--- src/dshot_multi_frame_builder_core_defines.svh ---
// ----------------------------------------------------------------------------
// DShot frame builder assertion macros
// Concurrent assertion helpers, compiled out when NO_ASSERTIONS is defined.
// ----------------------------------------------------------------------------
`ifndef DSHOT_MULTI_FRAME_BUILDER_CORE_DEFINES_SVH
`define DSHOT_MULTI_FRAME_BUILDER_CORE_DEFINES_SVH
`ifndef NO_ASSERTIONS
// checked only outside reset
`define DMFB_ASSERT(lbl, prop, msg) \
  lbl: assert property (@(posedge clk_i) disable iff (!rst_ni) (prop)) else $error(msg);
// checked at every edge, reset included
`define DMFB_ASSERT_ALWAYS(lbl, prop, msg) \
  lbl: assert property (@(posedge clk_i) (prop)) else $error(msg);
`else
`define DMFB_ASSERT(lbl, prop, msg)
`define DMFB_ASSERT_ALWAYS(lbl, prop, msg)
`endif
`endif

--- src/dmfb_pkg.sv ---
// ----------------------------------------------------------------------------
// DShot frame builder package
// Shared widths, reset values, register indexes, control struct and the
// packet encoding function.
// ----------------------------------------------------------------------------
package dmfb_pkg;

  localparam int ValueW       = 16;
  localparam int TickW        = 16;
  localparam int MaskW        = 4;
  localparam int SlotW        = 5;
  localparam int LaneMax      = 4;
  localparam int FrameBits    = 16;
  localparam int MaxResults   = 18;
  localparam int MotorCountDef = 4;
  localparam int GapSlotsDef  = 2;

  localparam logic [ValueW-1:0] ValueLimit     = 16'h07FF;
  localparam logic [TickW-1:0]  ZeroTicksReset = 16'd150;
  localparam logic [TickW-1:0]  OneTicksReset  = 16'd300;

  // APB register map
  localparam int ApbDataW  = 32;
  localparam int ApbAddrW  = 3;
  localparam logic RegZeroTicks = 1'b0;
  localparam logic RegOneTicks  = 1'b1;

  // one slot request from the sequencer to the output stage
  typedef struct packed {
    logic             load;
    logic [SlotW-1:0] slot;
    logic             last;
    logic             rejected;
    logic             bit_slot;
  } dmfb_emit_t;

  // 12-bit payload (value, telemetry) followed by the nibble XOR checksum
  function automatic logic [FrameBits-1:0] make_packet(input logic [ValueW-1:0] value,
                                                       input logic tele);
    logic [11:0] payload;
    logic [3:0]  csum;
    payload = {value[10:0], tele};
    csum    = payload[3:0] ^ payload[7:4] ^ payload[11:8];
    return {payload, csum};
  endfunction

endpackage

--- src/dmfb_if.sv ---
// ----------------------------------------------------------------------------
// DShot frame builder channels
// Valid/ready channels for throttle commands and for slot results.
// ----------------------------------------------------------------------------
interface dmfb_in_if;
  import dmfb_pkg::*;

  logic              valid;
  logic              ready;
  logic [ValueW-1:0] value_motor0;
  logic [ValueW-1:0] value_motor1;
  logic [ValueW-1:0] value_motor2;
  logic [ValueW-1:0] value_motor3;
  logic [MaskW-1:0]  telemetry_mask;

  modport source (
    output valid, value_motor0, value_motor1, value_motor2, value_motor3, telemetry_mask,
    input  ready
  );
  modport sink (
    input  valid, value_motor0, value_motor1, value_motor2, value_motor3, telemetry_mask,
    output ready
  );
endinterface

interface dmfb_out_if;
  import dmfb_pkg::*;

  logic             valid;
  logic             ready;
  logic [SlotW-1:0] slot_index;
  logic [TickW-1:0] compare_motor0;
  logic [TickW-1:0] compare_motor1;
  logic [TickW-1:0] compare_motor2;
  logic [TickW-1:0] compare_motor3;
  logic             last_slot;
  logic             rejected;

  modport source (
    output valid, slot_index, compare_motor0, compare_motor1, compare_motor2,
           compare_motor3, last_slot, rejected,
    input  ready
  );
  modport sink (
    input  valid, slot_index, compare_motor0, compare_motor1, compare_motor2,
           compare_motor3, last_slot, rejected,
    output ready
  );
endinterface

--- src/dmfb_lane.sv ---
// ----------------------------------------------------------------------------
// DShot motor lane
// Range-checks one motor value, encodes its packet and shifts it out MSB
// first, one bit per slot, as a compare tick count.
// ----------------------------------------------------------------------------
module dmfb_lane (
  input  logic                   clk_i,
  input  logic                   rst_ni,
  input  logic                   load_i,
  input  logic                   shift_i,
  input  logic [dmfb_pkg::ValueW-1:0] value_i,
  input  logic                   tele_i,
  input  logic [dmfb_pkg::TickW-1:0]  zero_ticks_i,
  input  logic [dmfb_pkg::TickW-1:0]  one_ticks_i,
  output logic                   over_o,
  output logic [dmfb_pkg::TickW-1:0]  compare_o
);
  import dmfb_pkg::*;

  logic [FrameBits-1:0] word_q, word_d;

  // value out of the 11-bit range
  assign over_o = (value_i > ValueLimit);

  // packet shift register: load on a new command, shift per emitted slot
  always_comb begin
    word_d = word_q;
    if (load_i) begin
      word_d = make_packet(value_i, tele_i);
    end else if (shift_i) begin
      word_d = {word_q[FrameBits-2:0], 1'b0};
    end
  end

  // stored packet clears to zero at reset
  always_ff @(posedge clk_i or negedge rst_ni) begin
    if (!rst_ni) begin
      word_q <= '0;
    end else begin
      word_q <= word_d;
    end
  end

  // current bit picks the pulse width
  assign compare_o = word_q[FrameBits-1] ? one_ticks_i : zero_ticks_i;

endmodule

--- src/dmfb_merge.sv ---
// ----------------------------------------------------------------------------
// DShot lane merge and output stage
// Combines the lanes' range flags into one reject decision and registers
// the lanes' compares with the slot info into the result channel.
// ----------------------------------------------------------------------------
module dmfb_merge (
  input  logic                    clk_i,
  input  logic                    rst_ni,
  input  dmfb_pkg::dmfb_emit_t    ctrl_i,
  input  logic [dmfb_pkg::LaneMax-1:0][dmfb_pkg::TickW-1:0] lane_cmp_i,
  input  logic [dmfb_pkg::LaneMax-1:0] lane_over_i,
  output logic                    any_over_o,
  output logic                    free_o,
  dmfb_out_if.source              slot_o
);
  import dmfb_pkg::*;

  logic                               valid_q, valid_d;
  logic [SlotW-1:0]                   slot_q;
  logic                               last_q;
  logic                               rej_q;
  logic [LaneMax-1:0][TickW-1:0]      cmp_q, cmp_d;

  // a command is rejected if any active lane is out of range
  assign any_over_o = |lane_over_i;

  // output register takes a new slot when empty or being drained
  assign free_o = !valid_q || slot_o.ready;

  always_comb begin
    valid_d = valid_q;
    if (ctrl_i.load) begin
      valid_d = 1'b1;
    end else if (slot_o.ready) begin
      valid_d = 1'b0;
    end
  end

  // gap slots and rejected results carry zero compares
  always_comb begin
    for (int m = 0; m < LaneMax; m++) begin
      cmp_d[m] = ctrl_i.bit_slot ? lane_cmp_i[m] : '0;
    end
  end

  always_ff @(posedge clk_i or negedge rst_ni) begin
    if (!rst_ni) begin
      valid_q <= 1'b0;
    end else begin
      valid_q <= valid_d;
    end
  end

  always_ff @(posedge clk_i) begin
    if (ctrl_i.load) begin
      slot_q <= ctrl_i.slot;
      last_q <= ctrl_i.last;
      rej_q  <= ctrl_i.rejected;
      cmp_q  <= cmp_d;
    end
  end

  assign slot_o.valid          = valid_q;
  assign slot_o.slot_index     = slot_q;
  assign slot_o.compare_motor0 = cmp_q[0];
  assign slot_o.compare_motor1 = cmp_q[1];
  assign slot_o.compare_motor2 = cmp_q[2];
  assign slot_o.compare_motor3 = cmp_q[3];
  assign slot_o.last_slot      = last_q;
  assign slot_o.rejected       = rej_q;

endmodule

--- src/dmfb_regs.sv ---
// ----------------------------------------------------------------------------
// DShot frame builder registers
// APB-style access to the zero-bit and one-bit pulse widths.
// ----------------------------------------------------------------------------
module dmfb_regs (
  input  logic                          clk_i,
  input  logic                          rst_ni,
  input  logic                          psel,
  input  logic                          penable,
  input  logic                          pwrite,
  input  logic [dmfb_pkg::ApbAddrW-1:0] paddr,
  input  logic [dmfb_pkg::ApbDataW-1:0] pwdata,
  output logic [dmfb_pkg::ApbDataW-1:0] prdata,
  output logic                          pready,
  output logic [dmfb_pkg::TickW-1:0]    zero_ticks_o,
  output logic [dmfb_pkg::TickW-1:0]    one_ticks_o
);
  import dmfb_pkg::*;

  logic             wr_en;
  logic             reg_sel;
  logic [TickW-1:0] zero_ticks_q;
  logic [TickW-1:0] one_ticks_q;

  assign pready  = 1'b1;
  assign wr_en   = psel && penable && pwrite && pready;
  assign reg_sel = paddr[2];

  // register writes on the access phase
  always_ff @(posedge clk_i or negedge rst_ni) begin
    if (!rst_ni) begin
      zero_ticks_q <= ZeroTicksReset;
      one_ticks_q  <= OneTicksReset;
    end else if (wr_en) begin
      unique case (reg_sel)
        RegZeroTicks: zero_ticks_q <= pwdata[TickW-1:0];
        RegOneTicks:  one_ticks_q  <= pwdata[TickW-1:0];
        default:      ;
      endcase
    end
  end

  // read mux
  always_comb begin
    unique case (reg_sel)
      RegZeroTicks: prdata = ApbDataW'(zero_ticks_q);
      RegOneTicks:  prdata = ApbDataW'(one_ticks_q);
      default:      prdata = '0;
    endcase
  end

  assign zero_ticks_o = zero_ticks_q;
  assign one_ticks_o  = one_ticks_q;

  // low address bits do not decode
  logic [1:0] unused_addr;
  assign unused_addr = paddr[1:0];

endmodule

--- src/dshot_multi_frame_builder_core.sv ---
// ----------------------------------------------------------------------------
// DShot multi-motor frame builder
// Turns one four-motor throttle command into a train of per-slot compare
// tick counts: sixteen bit slots, MSB first, then zero gap slots.
// ----------------------------------------------------------------------------
// A command that passes the range check produces min(16 + GAP_SLOT_COUNT, 18)
// slot results, one per clock while the result channel is ready; a command
// with any active motor value above 2047 produces a single rejected result.
// The slot sequencer sets the rate: the next command is taken in the same
// cycle the previous command's final slot enters the output register, so
// full frames stream back to back. Each motor has its own encode/shift
// lane; lanes at or above MOTOR_COUNT are not built and report zero
// compares.
`include "dshot_multi_frame_builder_core_defines.svh"

module dshot_multi_frame_builder_core #(
  parameter int MOTOR_COUNT    = dmfb_pkg::MotorCountDef,
  parameter int GAP_SLOT_COUNT = dmfb_pkg::GapSlotsDef
) (
  input  logic                          clk_i,
  input  logic                          rst_ni,
  dmfb_in_if.sink                       cmd_i,
  dmfb_out_if.source                    slot_o,
  input  logic                          psel,
  input  logic                          penable,
  input  logic                          pwrite,
  input  logic [dmfb_pkg::ApbAddrW-1:0] paddr,
  input  logic [dmfb_pkg::ApbDataW-1:0] pwdata,
  output logic [dmfb_pkg::ApbDataW-1:0] prdata,
  output logic                          pready
);
  import dmfb_pkg::*;

  localparam int TotalSlots = (FrameBits + GAP_SLOT_COUNT > MaxResults) ?
                              MaxResults : FrameBits + GAP_SLOT_COUNT;
  localparam logic [SlotW-1:0] LastSlot = SlotW'(TotalSlots - 1);

  logic [TickW-1:0] zero_ticks;
  logic [TickW-1:0] one_ticks;

  logic                          busy_q;
  logic                          rej_q;
  logic [SlotW-1:0]              slot_q;
  logic                          adv;
  logic                          emit_last;
  logic                          accept;
  logic                          any_over;
  logic                          out_free;
  dmfb_emit_t                    emit;

  logic [LaneMax-1:0][ValueW-1:0] lane_value;
  logic [LaneMax-1:0][TickW-1:0]  lane_cmp;
  logic [LaneMax-1:0]             lane_over;

  // configuration registers
  dmfb_regs u_regs (
    .clk_i        (clk_i),
    .rst_ni       (rst_ni),
    .psel         (psel),
    .penable      (penable),
    .pwrite       (pwrite),
    .paddr        (paddr),
    .pwdata       (pwdata),
    .prdata       (prdata),
    .pready       (pready),
    .zero_ticks_o (zero_ticks),
    .one_ticks_o  (one_ticks)
  );

  // slot sequencer handshake
  assign adv       = busy_q && out_free;
  assign emit_last = rej_q || (slot_q == LastSlot);
  assign cmd_i.ready = !busy_q || (adv && emit_last);
  assign accept    = cmd_i.valid && cmd_i.ready;

  always_ff @(posedge clk_i or negedge rst_ni) begin
    if (!rst_ni) begin
      busy_q <= 1'b0;
      rej_q  <= 1'b0;
      slot_q <= '0;
    end else if (accept) begin
      busy_q <= 1'b1;
      rej_q  <= any_over;
      slot_q <= '0;
    end else if (adv && emit_last) begin
      busy_q <= 1'b0;
    end else if (adv) begin
      slot_q <= slot_q + SlotW'(1);
    end
  end

  // motor lanes
  assign lane_value[0] = cmd_i.value_motor0;
  assign lane_value[1] = cmd_i.value_motor1;
  assign lane_value[2] = cmd_i.value_motor2;
  assign lane_value[3] = cmd_i.value_motor3;

  for (genvar m = 0; m < LaneMax; m++) begin : g_lane
    if (m < MOTOR_COUNT) begin : g_on
      dmfb_lane u_lane (
        .clk_i        (clk_i),
        .rst_ni       (rst_ni),
        .load_i       (accept && !any_over),
        .shift_i      (adv),
        .value_i      (lane_value[m]),
        .tele_i       (cmd_i.telemetry_mask[m]),
        .zero_ticks_i (zero_ticks),
        .one_ticks_i  (one_ticks),
        .over_o       (lane_over[m]),
        .compare_o    (lane_cmp[m])
      );
    end else begin : g_off
      assign lane_over[m] = 1'b0;
      assign lane_cmp[m]  = '0;
    end
  end

  // slot request into the output stage
  assign emit.load     = adv;
  assign emit.slot     = rej_q ? '0 : slot_q;
  assign emit.last     = emit_last;
  assign emit.rejected = rej_q;
  assign emit.bit_slot = !rej_q && (slot_q < SlotW'(FrameBits));

  dmfb_merge u_merge (
    .clk_i       (clk_i),
    .rst_ni      (rst_ni),
    .ctrl_i      (emit),
    .lane_cmp_i  (lane_cmp),
    .lane_over_i (lane_over),
    .any_over_o  (any_over),
    .free_o      (out_free),
    .slot_o      (slot_o)
  );

  // rejected result: single slot zero, final, no pulses
  `DMFB_ASSERT_ALWAYS(a_rej_shape, slot_o.valid && slot_o.rejected |-> slot_o.last_slot && slot_o.slot_index == '0 && slot_o.compare_motor0 == '0 && slot_o.compare_motor3 == '0, "rejected result malformed")
  // sequencer never runs past the frame end
  `DMFB_ASSERT(a_slot_range, busy_q |-> slot_q <= LastSlot, "slot counter past frame end")
  // stalled sequencer holds its place
  `DMFB_ASSERT(a_stall_hold, busy_q && !adv |=> busy_q && $stable(slot_q), "sequencer moved while stalled")
  // final slot without a new command leaves the sequencer idle
  `DMFB_ASSERT(a_end_idle, adv && emit_last && !accept |=> !busy_q, "sequencer busy after frame end")
  // gap slots carry no pulse
  `DMFB_ASSERT(a_gap_zero, slot_o.valid && slot_o.slot_index >= SlotW'(FrameBits) |-> slot_o.compare_motor0 == '0 && slot_o.compare_motor1 == '0 && slot_o.compare_motor2 == '0 && slot_o.compare_motor3 == '0, "gap slot with nonzero compare")

endmodule
--- src/flat_wrapper.sv ---
// flat-port wrapper written by rule: the top's interface ports become plain ports
module dshot_multi_frame_builder_core_flat import dmfb_pkg::*;
#(
  parameter int MOTOR_COUNT    = dmfb_pkg::MotorCountDef,
  parameter int GAP_SLOT_COUNT = dmfb_pkg::GapSlotsDef
)
  (clk_i, rst_ni, psel, penable, pwrite, paddr, pwdata, prdata, pready, cmd_i_valid, cmd_i_value_motor0, cmd_i_value_motor1, cmd_i_value_motor2, cmd_i_value_motor3, cmd_i_telemetry_mask, cmd_i_ready, slot_o_valid, slot_o_slot_index, slot_o_compare_motor0, slot_o_compare_motor1, slot_o_compare_motor2, slot_o_compare_motor3, slot_o_last_slot, slot_o_rejected, slot_o_ready);
  dmfb_in_if cmd_i_i ();
  dmfb_out_if slot_o_i ();
  input  logic clk_i;
  input  logic rst_ni;
  input  logic psel;
  input  logic penable;
  input  logic pwrite;
  input  logic [dmfb_pkg::ApbAddrW-1:0] paddr;
  input  logic [dmfb_pkg::ApbDataW-1:0] pwdata;
  output logic [dmfb_pkg::ApbDataW-1:0] prdata;
  output logic pready;
  input wire logic [$bits(cmd_i_i.valid)-1:0] cmd_i_valid;
  input wire logic [$bits(cmd_i_i.value_motor0)-1:0] cmd_i_value_motor0;
  input wire logic [$bits(cmd_i_i.value_motor1)-1:0] cmd_i_value_motor1;
  input wire logic [$bits(cmd_i_i.value_motor2)-1:0] cmd_i_value_motor2;
  input wire logic [$bits(cmd_i_i.value_motor3)-1:0] cmd_i_value_motor3;
  input wire logic [$bits(cmd_i_i.telemetry_mask)-1:0] cmd_i_telemetry_mask;
  output wire logic [$bits(cmd_i_i.ready)-1:0] cmd_i_ready;
  output wire logic [$bits(slot_o_i.valid)-1:0] slot_o_valid;
  output wire logic [$bits(slot_o_i.slot_index)-1:0] slot_o_slot_index;
  output wire logic [$bits(slot_o_i.compare_motor0)-1:0] slot_o_compare_motor0;
  output wire logic [$bits(slot_o_i.compare_motor1)-1:0] slot_o_compare_motor1;
  output wire logic [$bits(slot_o_i.compare_motor2)-1:0] slot_o_compare_motor2;
  output wire logic [$bits(slot_o_i.compare_motor3)-1:0] slot_o_compare_motor3;
  output wire logic [$bits(slot_o_i.last_slot)-1:0] slot_o_last_slot;
  output wire logic [$bits(slot_o_i.rejected)-1:0] slot_o_rejected;
  input wire logic [$bits(slot_o_i.ready)-1:0] slot_o_ready;
  assign cmd_i_i.valid = cmd_i_valid;
  assign cmd_i_i.value_motor0 = cmd_i_value_motor0;
  assign cmd_i_i.value_motor1 = cmd_i_value_motor1;
  assign cmd_i_i.value_motor2 = cmd_i_value_motor2;
  assign cmd_i_i.value_motor3 = cmd_i_value_motor3;
  assign cmd_i_i.telemetry_mask = cmd_i_telemetry_mask;
  assign cmd_i_ready = cmd_i_i.ready;
  assign slot_o_valid = slot_o_i.valid;
  assign slot_o_slot_index = slot_o_i.slot_index;
  assign slot_o_compare_motor0 = slot_o_i.compare_motor0;
  assign slot_o_compare_motor1 = slot_o_i.compare_motor1;
  assign slot_o_compare_motor2 = slot_o_i.compare_motor2;
  assign slot_o_compare_motor3 = slot_o_i.compare_motor3;
  assign slot_o_last_slot = slot_o_i.last_slot;
  assign slot_o_rejected = slot_o_i.rejected;
  assign slot_o_i.ready = slot_o_ready;
  dshot_multi_frame_builder_core #(.MOTOR_COUNT(MOTOR_COUNT), .GAP_SLOT_COUNT(GAP_SLOT_COUNT)) u_core (.clk_i(clk_i), .rst_ni(rst_ni), .cmd_i(cmd_i_i), .slot_o(slot_o_i), .psel(psel), .penable(penable), .pwrite(pwrite), .paddr(paddr), .pwdata(pwdata), .prdata(prdata), .pready(pready));
endmodule
--- config.mk ---
export PLATFORM = sky130hd
export DESIGN_NAME = dshot_multi_frame_builder_core_flat
export DESIGN_NICKNAME = d
export VERILOG_FILES = /design/src/dmfb_pkg.sv /design/src/dmfb_if.sv /design/src/dmfb_lane.sv /design/src/dmfb_merge.sv /design/src/dmfb_regs.sv /design/src/dshot_multi_frame_builder_core.sv /design/src/flat_wrapper.sv
export VERILOG_INCLUDE_DIRS = /design/src /design/src/src
export SDC_FILE = /design/constraint.sdc
export NUM_CORES = 1
export LEC_CHECK = 0
export ABC_AREA = 1
export BUFFER_PORTS_ARGS = -buffer_cell sky130_fd_sc_hd__buf_4
export CELL_PAD_IN_SITES_DETAIL_PLACEMENT = 0
export CELL_PAD_IN_SITES_GLOBAL_PLACEMENT = 2
export CORE_UTILIZATION = 31
export CTS_CLUSTER_SIZE = 28
export DETAILED_ROUTE_END_ITERATION = 12
export PLACE_DENSITY_LB_ADDON = 0.25
export SYNTH_ARGS = -nofsm -noshare
export SYNTH_HDL_FRONTEND = slang
export SYNTH_SLANG_ARGS = --single-unit
--- constraint.sdc ---
create_clock -name clk_i -period 3.8 [get_ports clk_i]
set_input_delay 0.38 -clock clk_i [delete_from_list [all_inputs] [get_ports clk_i]]
set_output_delay 0.38 -clock clk_i [all_outputs]
set_load 0.02 [all_outputs]
# After elaboration in Yosys (flattened, before gate mapping)
# Index checks and enable logic that the tools add are counted.
classes:
  n_eq_ne: 2
  addsub: 1
  order_cmp: 5
  n_mux: 20
  n_reduce_logical: 22
  n_bitwise: 9
op_table:
  columns: ["operator", "count"]
  rows:
  - ["$mux W16", 12]
  - ["$gt A16 B11 Y1 const B", 4]
  - ["$pmux W32 S2", 1]
  - ["$xor A4 B4 Y4", 8]
  - ["$mux W5", 3]
  - ["$reduce_bool A2 Y1", 4]
  - ["$logic_and A1 B1 Y1", 7]
  - ["$reduce_and A2 Y1", 3]
  - ["$add A5 B1 Y5 const B", 1]
  - ["$eq A5 B5 Y1 const B", 1]
  - ["$lt A5 B5 Y1 const B", 1]
  - ["$logic_not A1 Y1", 4]
  - ["$mux W1", 4]
  - ["$reduce_or A4 Y1", 1]
  - ["$logic_or A1 B1 Y1", 3]
  - ["$ne A2 B1 Y1 const B", 1]
  - ["$not A1 Y1", 1]
totals:
  wordCells: 76
  in_bits: 110
  out_inout_bits: 106
  reg_bits: 175

# Logic depth before layout (Yosys ltp)
# Gate-level depths: netlist of the first run.
depth:
  word_depth: 8
  mapped_depth: 13
  depth_no_buf: 12

# Cells and area by module
# Synthesis of the first run repeated with hierarchy kept, for this count alone.
hier_totals:
  hier_cells: 1082
  area_unflattened_um2: 9362.7
by_module_without_submodules:
  columns: ["mod", "cells_per_inst", "instances", "area_each_um2"]
  rows:
  - ["dmfb_lane (u_core.g_lane[1].g_on.u_lane ...)", 136, 3, 1132.3]
  - ["dmfb_merge", 214, 1, 2742.6]
  - ["dmfb_regs", 213, 1, 1637.8]
  - ["dmfb_lane (u_core.g_lane[0].g_on.u_lane)", 173, 1, 1074.8]
  - ["dshot_multi_frame_builder_core", 74, 1, 510.5]

# Worst setup path before layout of the first run
# No wires, ideal clock.
synth_timing:
  path_kind: "register -> register"
  start: "register u_core.u_merge.valid_q, in the netlist u_core.u_merge.slot_o.valid"
  end: "register u_core.u_merge.cmp_q, in the netlist u_core.u_merge.slot_o.compare_motor0[0] (enable)"
  setup_ns: 0.463
  arrival_time_ns: 2.909
  path_stages_with_launch: 5
  synth_period_minus_slack_ns: 3.372
  path_buffers: 1
  setup_slack_ns: 0.428
  cell_sequence: "dfrtp_1 nand2_1 nand2_1 inv_2 clkbuf_1"
synth_between:
  elab_chain_cells: 3
synth_rtl:
  columns: ["item", "line", "rtl"]
  rows:
  - ["start, declared", "dmfb_merge.sv:18", "logic valid_q, valid_d;"]
  - ["start signal, assigned", "dmfb_merge.sv:50", "valid_q <= valid_d;"]
  - ["$logic_not A1 Y1", "dmfb_merge.sv:28", "assign free_o = !valid_q || slot_o.ready;"]
  - ["$logic_or A1 B1 Y1", "dmfb_merge.sv:28", null]
  - ["$logic_and A1 B1 Y1", "dshot_multi_frame_builder_core.sv:71", "assign adv = busy_q && out_free;"]
  - ["via u_core.adv", "dshot_multi_frame_builder_core.sv:44", "logic adv;"]
  - ["end signal, assigned", "dmfb_merge.sv:59", "cmp_q <= cmp_d;"]
  - ["end, declared", "dmfb_merge.sv:22", "logic [LaneMax-1:0][TickW-1:0] cmp_q, cmp_d;"]
# The timed path passes the listed nets, and every way through them passes these cells.
# A chain may end at the register's enable or synchronous reset.

==> metrics, run 1 <==
number of diodes 0; outcome completed; drt wl/cell 14.92 um; via total after detailed routing 7497; number of placement rows 61; DRT Pass-1 Iters 5; Std-Cell Core Area about 28000 sq um; number of buffers inserted during clock tree synthesis 17; worst setup timing slack at the placement stage around 1.5 ns; Layout Area Growth over Synthesis 24.47%; #FFs+latches synth around 180; Final Core Density 0.3964; power per unit of standard cell area 446.3 nW/um^2; Setup WS post-layout roughly 1.5 ns; Yosys Warn Count 0; worst-skew pair later-pin latency 0.43 ns; share of synthesized area occupied by flip-flops and latches 0.5318; transition at the pin with the smallest max-transition slack 1.000 ns; cells taking the most area after synthesis sky130_fd_sc_hd__dfrtp_1 27%, sky130_fd_sc_hd__edfxtp_1 24%, sky130_fd_sc_hd__nand2_1 20%; arrival time at the worst endpoint 2.64 ns; critical path startpoint category register; final weighted congestion of routability-driven global placement 0.7176; global-route wire length before repair 39040 um; max-capacitance violation count 0; Leak 5.562 nW; synthesized instance count 1118; CTS-repair resized insts 0; CP Capture Type register; Worst path most repeated cell sky130_fd_sc_hd__nand2_1; largest area contributor in the netlist sky130_fd_sc_hd__dfrtp_1; fraction of post-synthesis cell area in the top cell type by area 0.2693; Total Nets Final between 1000 and 1500; area of the mapped netlist 8921 sq um; hold crit path type input pin to async pin; placed wire-length estimate after detailed placement 15310 um; Worst path max stage delay 0.56 ns; Sum Neg Setup Slack 0 ns; full die area between 20000 and 30000 sq um; Max Freq 431.6 MHz; Post-Route WL 24640 um; slowest stage cell, crit path sky130_fd_sc_hd__buf_4; CTS tree built; distinct cell type count after synthesis 30; Final setup viols 0; final global-route overflow total 0; antenna violations before repair 0; final hold violation count 0; Clock Root Buffer sky130_fd_sc_hd__clkbuf_16; Period Utilization, post-route 0.6097; ordered cell list for the critical path inv_1 > ha_1 > nand2_1 > inv_1 > nand2_1 > nand2_1 > nand2_1 > a21oi_4 > buf_4 > nand3_1 > nand2_1 > nand2_1; vertical die dimension 171.6 um; CTS clk-pin slew, worst paths approximately 0.080 ns; effective utilization at floorplan 0.3185; residual DRC count 0; Max IR drop VDD approximately 0.00022 V; RSZ-0062 raised after global routing false; total number of H-tree levels 4; Tot GR Track Use 0.1723; max-slew headroom at the worst pin 0.3315; worst clock skew 0.01757 ns; Port-buffer cells 180; Starting DRT DRC Count 514; Worst EP required around 4 ns; buffer depth of the longest clock path 2; kind of critical path register to register; count of pins over their slew limit 0; total clock sinks around 180; shortest clock period the worst path allows after layout about 2.3 ns; overall die width 171.6 um; setup fix buffers added after clock tree synthesis 0; Worst Path Max Fanout 66; synthesized area divided by synthesized cell count 7.979 sq um; number of ports placed on the die boundary 216; hold-fix buffer count after cts 0; vias in the first global route 6893; fraction of final layout cells sized beyond drive strength 1 0.1915; Detail Route Antenna Nets 0; largest net degree at the start of global routing 133; routed vias/inst 4.538
==> cell usage after synthesis (all sizes together) <==
library cell,number
o21a,1
clkbuf,37
o21ai,35
or2,4
ha,2
a21oi,66
nor2,22
xor2,17
buf,47
o211ai,1
and3,1
inv,82
nand2,477
nor3,3
xnor2,12
nand3,126
dfstp,8
clkinv,1
and2,1
conb,2
edfxtp,71
nand4,6
dfrtp,96
==> worst paths after layout <==
| check | start | end | slack (ns) | cells after the start |
|---|---|---|---|---|
| worst min-delay path | rst_ni | u_core.g_lane[3].g_on.u_lane.word_q[6] | 0.02 | 1 |
| max in group asynchronous | rst_ni | u_core.u_regs.one_ticks_o[5] | 2.95 | 2 |
| min in group clk_i | pwdata[3] | u_core.u_regs.one_ticks_o[3] | 0.20 | 3 |
| worst max-delay path | u_core.slot_q[1] | u_core.g_lane[2].g_on.u_lane.word_q[9] | 1.48 | 12 |
| worst max register to register | u_core.slot_q[1] | u_core.g_lane[2].g_on.u_lane.word_q[9] | 1.48 | 12 |
| worst min register to register | u_core.g_lane[2].g_on.u_lane.word_q[0] | u_core.g_lane[2].g_on.u_lane.word_q[0] | 0.50 | 2 |
==> registers in the layout, indices dropped and copies added (netlist names) <==
signal / count
u_core.rej_q: 1
u_core.u_regs.zero_ticks_o: 16
u_core.u_merge.slot_o.last_slot: 1
u_core.u_regs.one_ticks_o: 16
u_core.u_merge.slot_o.compare_motor3: 16
u_core.g_lane.g_on.u_lane.word_q: 64
u_core.u_merge.slot_o.compare_motor0: 16
u_core.u_merge.slot_o.slot_index: 5
u_core.slot_q: 5
u_core.busy_q: 1
u_core.u_merge.slot_o.compare_motor1: 16
u_core.u_merge.slot_o.rejected: 1
u_core.u_merge.slot_o.compare_motor2: 16
u_core.u_merge.slot_o.valid: 1
==> stage by stage <==
step / instance area [sq um] / std cells / hold WS (ns) / total power [W]
floorplan: 8977 / 1133 / 0.08441 / 0.002821
global placement: 10510 / 1620 / 0.4828 / 0.003248
detailed placement: 10510 / 1620 / 0.4870 / 0.003257
CTS: 11100 / 1652 / 0.03398 / 0.005039
global route: 11100 / 1652 / 0.07742 / 0.005199
finish: 11100 / 1652 / 0.01928 / 0.004956
==> area by class of cell <==
class / count / area, sq um
Fill cell: 2878 / 16910
Clock buffer: 17 / 425.4
Timing Repair Buffer: 193 / 1486
Clock inverter: 15 / 165.2
Multi-Input combinational cell: 791 / 3496
Tap cell: 378 / 473.0
Sequential cell: 175 / 4745
Inverter: 83 / 314.1
==> report_power, final <==
| part | switching (W) | internal (W) |
|---|---|---|
| logic | 0.000565 | 0.000332 |
| clock network | 0.000870 | 0.000885 |
| registers | 0.000147 | 0.00216 |
==> cells in the final DEF (no fill, tap or decap), drive strengths merged, types with 17 or more instances in the layout <==
cell type / instances
clkbuf: 17
o21ai: 35
buf: 193
a21oi: 66
dfrtp: 96
xor2: 17
nor2: 22
edfxtp: 71
nand2: 477
inv: 90
nand3: 126
conb: 17
==> worst max-delay path: cells and delay by family, from the launching register on <==
family	cells	cell delay, ns
buffers and inverters	3	0.71
DFF	1	0.40
adders and majority gates	1	0.16
and+or+nand+nor	7	0.72
AOI/OAI and AO/OA	1	0.15
==> metal layers <==
metal,global-route usage,part of all wire
met1,0.2449,0.49
met2,0.2723,0.46
met3,0.02853,0.050
met4,0.03960,0.0050
met5,0,0
==> cell families (layout without fill, tap and decap cells) <==
logic type      Yosys count  count (layout)  synth area share
simple gates            640             640            0.2916
flops                   175             175            0.5318
buf+inv                 167             308           0.08569
compound gates          103             103           0.05877
xor+xnor                 29              29           0.02847
fa+ha+maj                 2               2          0.002805
other cells               2              17         0.0008418
Note: power is estimated with default switching activity, not from simulation.
==> inputs of run 2 (changes only) <==
==> constraint.sdc (replaced) <==
create_clock -name clk_i -period 2.2 [get_ports clk_i]
set_input_delay 0.22 -clock clk_i [delete_from_list [all_inputs] [get_ports clk_i]]
set_output_delay 0.22 -clock clk_i [all_outputs]
set_load 0.02 [all_outputs]
==> run 2 against run 1 <==
Clock power is 73% higher. Critical path depth shrank 3. Sequential power grew 73%. Combinational power up 77%. Largest power group unchanged. First-iteration DRC count decreased by 0.58%. Clock skew up 0.0012 ns. Worst hold slack gained 0.0089 ns. Cell count grew 0.73%.
==> metrics, run 2 (synthesized netlist as in run 1, its figures left out) <==
Clock Root Buffer sky130_fd_sc_hd__clkbuf_16; full die area 29460 sq um (unchanged); transition at the pin with the smallest max-transition slack 0.7028 ns (-0.2975 ns); effective utilization at floorplan 0.3185 (unchanged); total length of routed met3 wires 1194 um (-2.5%); Port-buffer cells 180 (unchanged); Starting DRT DRC Count 511 (-0.58%); Tot GR Track Use 0.1764 (+0.004050); DRT Pass-1 Iters 5 (unchanged); vias in the first global route 7146 (+3.7%); number of diodes 0 (unchanged); drt wl/cell 15.08 um (+1.1%); arrival time at the worst endpoint 1.77 ns (-0.87 ns); final global-route overflow total 0 (unchanged); CTS-repair resized insts 0 (unchanged); Detail Route Antenna Nets 0 (unchanged); max-capacitance violation count 0 (unchanged); RSZ-0062 raised after global routing false; worst hold start pwdata[1]; Min-Delay Path Depth 3; routed vias/inst 4.532 (-0.14%); hold crit path type input pin to register; most frequent cells in the layout 474 x sky130_fd_sc_hd__nand2_1, 194 x sky130_fd_sc_hd__buf_4, 125 x sky130_fd_sc_hd__nand3_1; vertical die dimension 171.6 um (unchanged); CTS clk-pin slew, worst paths 0.08 ns (about the same); outcome completed; Layout Area Growth over Synthesis 26.45%; kind of critical path register to output pin; count of pins over their slew limit 0 (unchanged); Leak 5.649 nW (+1.6%); setup fix buffers added after clock tree synthesis 0 (unchanged); power per unit of standard cell area 764.3 nW/um^2 (+71%); Final setup viols 0 (unchanged); residual DRC count 0 (unchanged); Largest register FFs 64 (unchanged); final hold violation count 0 (unchanged); Sum Neg Setup Slack 0 ns (unchanged); fraction of final layout cells sized beyond drive strength 1 0.1975 (+0.005989); total clock sinks 175 (unchanged); worst clock skew 0.01873 ns (+0.001162 ns); Worst EP required 1.98 ns (-2.14 ns); global-route wire length before repair 39890 um (+2.2%); Max Freq 502.5 MHz; overall die width 171.6 um (unchanged); largest reg by FF count u_core.g_lane.g_on.u_lane.word_q; hold path endpoint u_core.u_regs.zero_ticks_o[1]; most common cell after layout, fill and taps aside sky130_fd_sc_hd__nand2_1; critical path startpoint category register; hold-fix buffer count after cts 1 (+1); placed wire-length estimate after detailed placement 15970 um (+4.3%); antenna violations before repair 0 (unchanged); top sig layer met4; critical register-to-register path endpoint u_core.g_lane[3].g_on.u_lane.word_q[14]; buffer depth of the longest clock path 2 (unchanged); number of ports placed on the die boundary 216 (unchanged); via total after detailed routing 7541 (+0.59%); Total Nets Final 1385 (+0.87%); worst setup slack for register-to-register paths 0.23 ns (-1.25 ns); Std-Cell Core Area 28010 sq um (unchanged); Metal-1 WL 12070 um (+0.99%); CTS tree built; worst reg2reg path depth 12 (unchanged); final weighted congestion of routability-driven global placement 0.7336 (+2.2%); CP Capture Type output pin; Setup WS post-layout 0.2098 ns (-1.273 ns); number of buffers inserted during clock tree synthesis 17 (unchanged); Post-Route WL 25100 um (+1.9%); R2R Path Start u_core.slot_q[1]; largest net degree at the start of global routing 133 (unchanged); max-slew headroom at the worst pin 0.5309 (+0.1994); summed area of non-filler cells in the final layout 11280 sq um (+1.6%); total number of H-tree levels 4 (unchanged); Max IR drop VDD 0.0005242 V (+140%); worst-skew pair later-pin latency 0.45 ns (+0.02 ns); Worst Path Max Fanout 4 (-94%); Period Utilization, post-route 0.9046; shortest clock period the worst path allows after layout 1.990 ns; cell area reported after detailed placement 10680 sq um (+1.6%); worst setup timing slack at the placement stage 0.2284 ns (-1.229 ns); met2 routed wirelength 11580 um (+2.1%); number of placement rows 61 (unchanged)
-- run 2: critical path: stages, from the launching register on --
cell and delay (ns):
sky130_fd_sc_hd__dfrtp_1 0.40, sky130_fd_sc_hd__inv_1 0.10, sky130_fd_sc_hd__ha_1 0.15, sky130_fd_sc_hd__nand2_1 0.05
sky130_fd_sc_hd__inv_1 0.05, sky130_fd_sc_hd__nand2_1 0.04, sky130_fd_sc_hd__nand2_1 0.08, sky130_fd_sc_hd__nand2_1 0.14
sky130_fd_sc_hd__nand2_2 0.15, sky130_fd_sc_hd__buf_4 0.16
-- run 2: per-stage QoR --
stage | power [W] | utilization | hold WS, ns | std cells
global placement | 0.005647 | 0.3814 | 0.2342 | 1631
CTS | 0.008742 | 0.4027 | 0.01210 | 1664
finish | 0.008622 | 0.4027 | 0.02821 | 1664
floorplan | 0.004860 | - | -0.07559 | 1133
global route | 0.009018 | 0.4027 | 0.02854 | 1664
detailed placement | 0.005666 | 0.3814 | 0.2350 | 1631
-- run 2: layout make-up --
type,count,area [sq um]
fillers,2934,16730
flip-flops and latches,175,4745
multi-input cells,791,3496
repair buffers,205,1667
well taps,378,473.0
clock buffers,18,429.2
inverters,83,314.1
clock inverters,14,157.7
-- run 2: how the worst max path moves through the flow --
stage,end,slack (ns),from
2_1_floorplan,u_core.u_merge.slot_o.compare_motor0[0],0.39,u_core.u_merge.slot_o.valid
3_3_place_gp,u_core.g_lane[3].g_on.u_lane.word_q[7],0.24,u_core.slot_q[1]
3_5_place_dp,u_core.g_lane[3].g_on.u_lane.word_q[6],0.23,u_core.slot_q[1]
4_1_cts,cmd_i_ready,0.17,u_core.slot_q[1]
5_1_grt,u_core.g_lane[2].g_on.u_lane.word_q[12],0.04,u_core.slot_q[1]
6_report,cmd_i_ready,0.21,u_core.slot_q[1]
-- run 2: per-layer routing --
metal,GRT usage,vias to the layer above
li1,-,3833
met1,0.2453,3496
met2,0.2829,194
met3,0.02945,18
met4,0.04464,0
met5,0,-
-- run 2: report_power, final --
group,switching [W],internal (W),leakage (nW)
clock,0.00152,0.00153,0.288
sequential,0.000259,0.00372,2.10
combinational,0.000994,0.000596,3.26
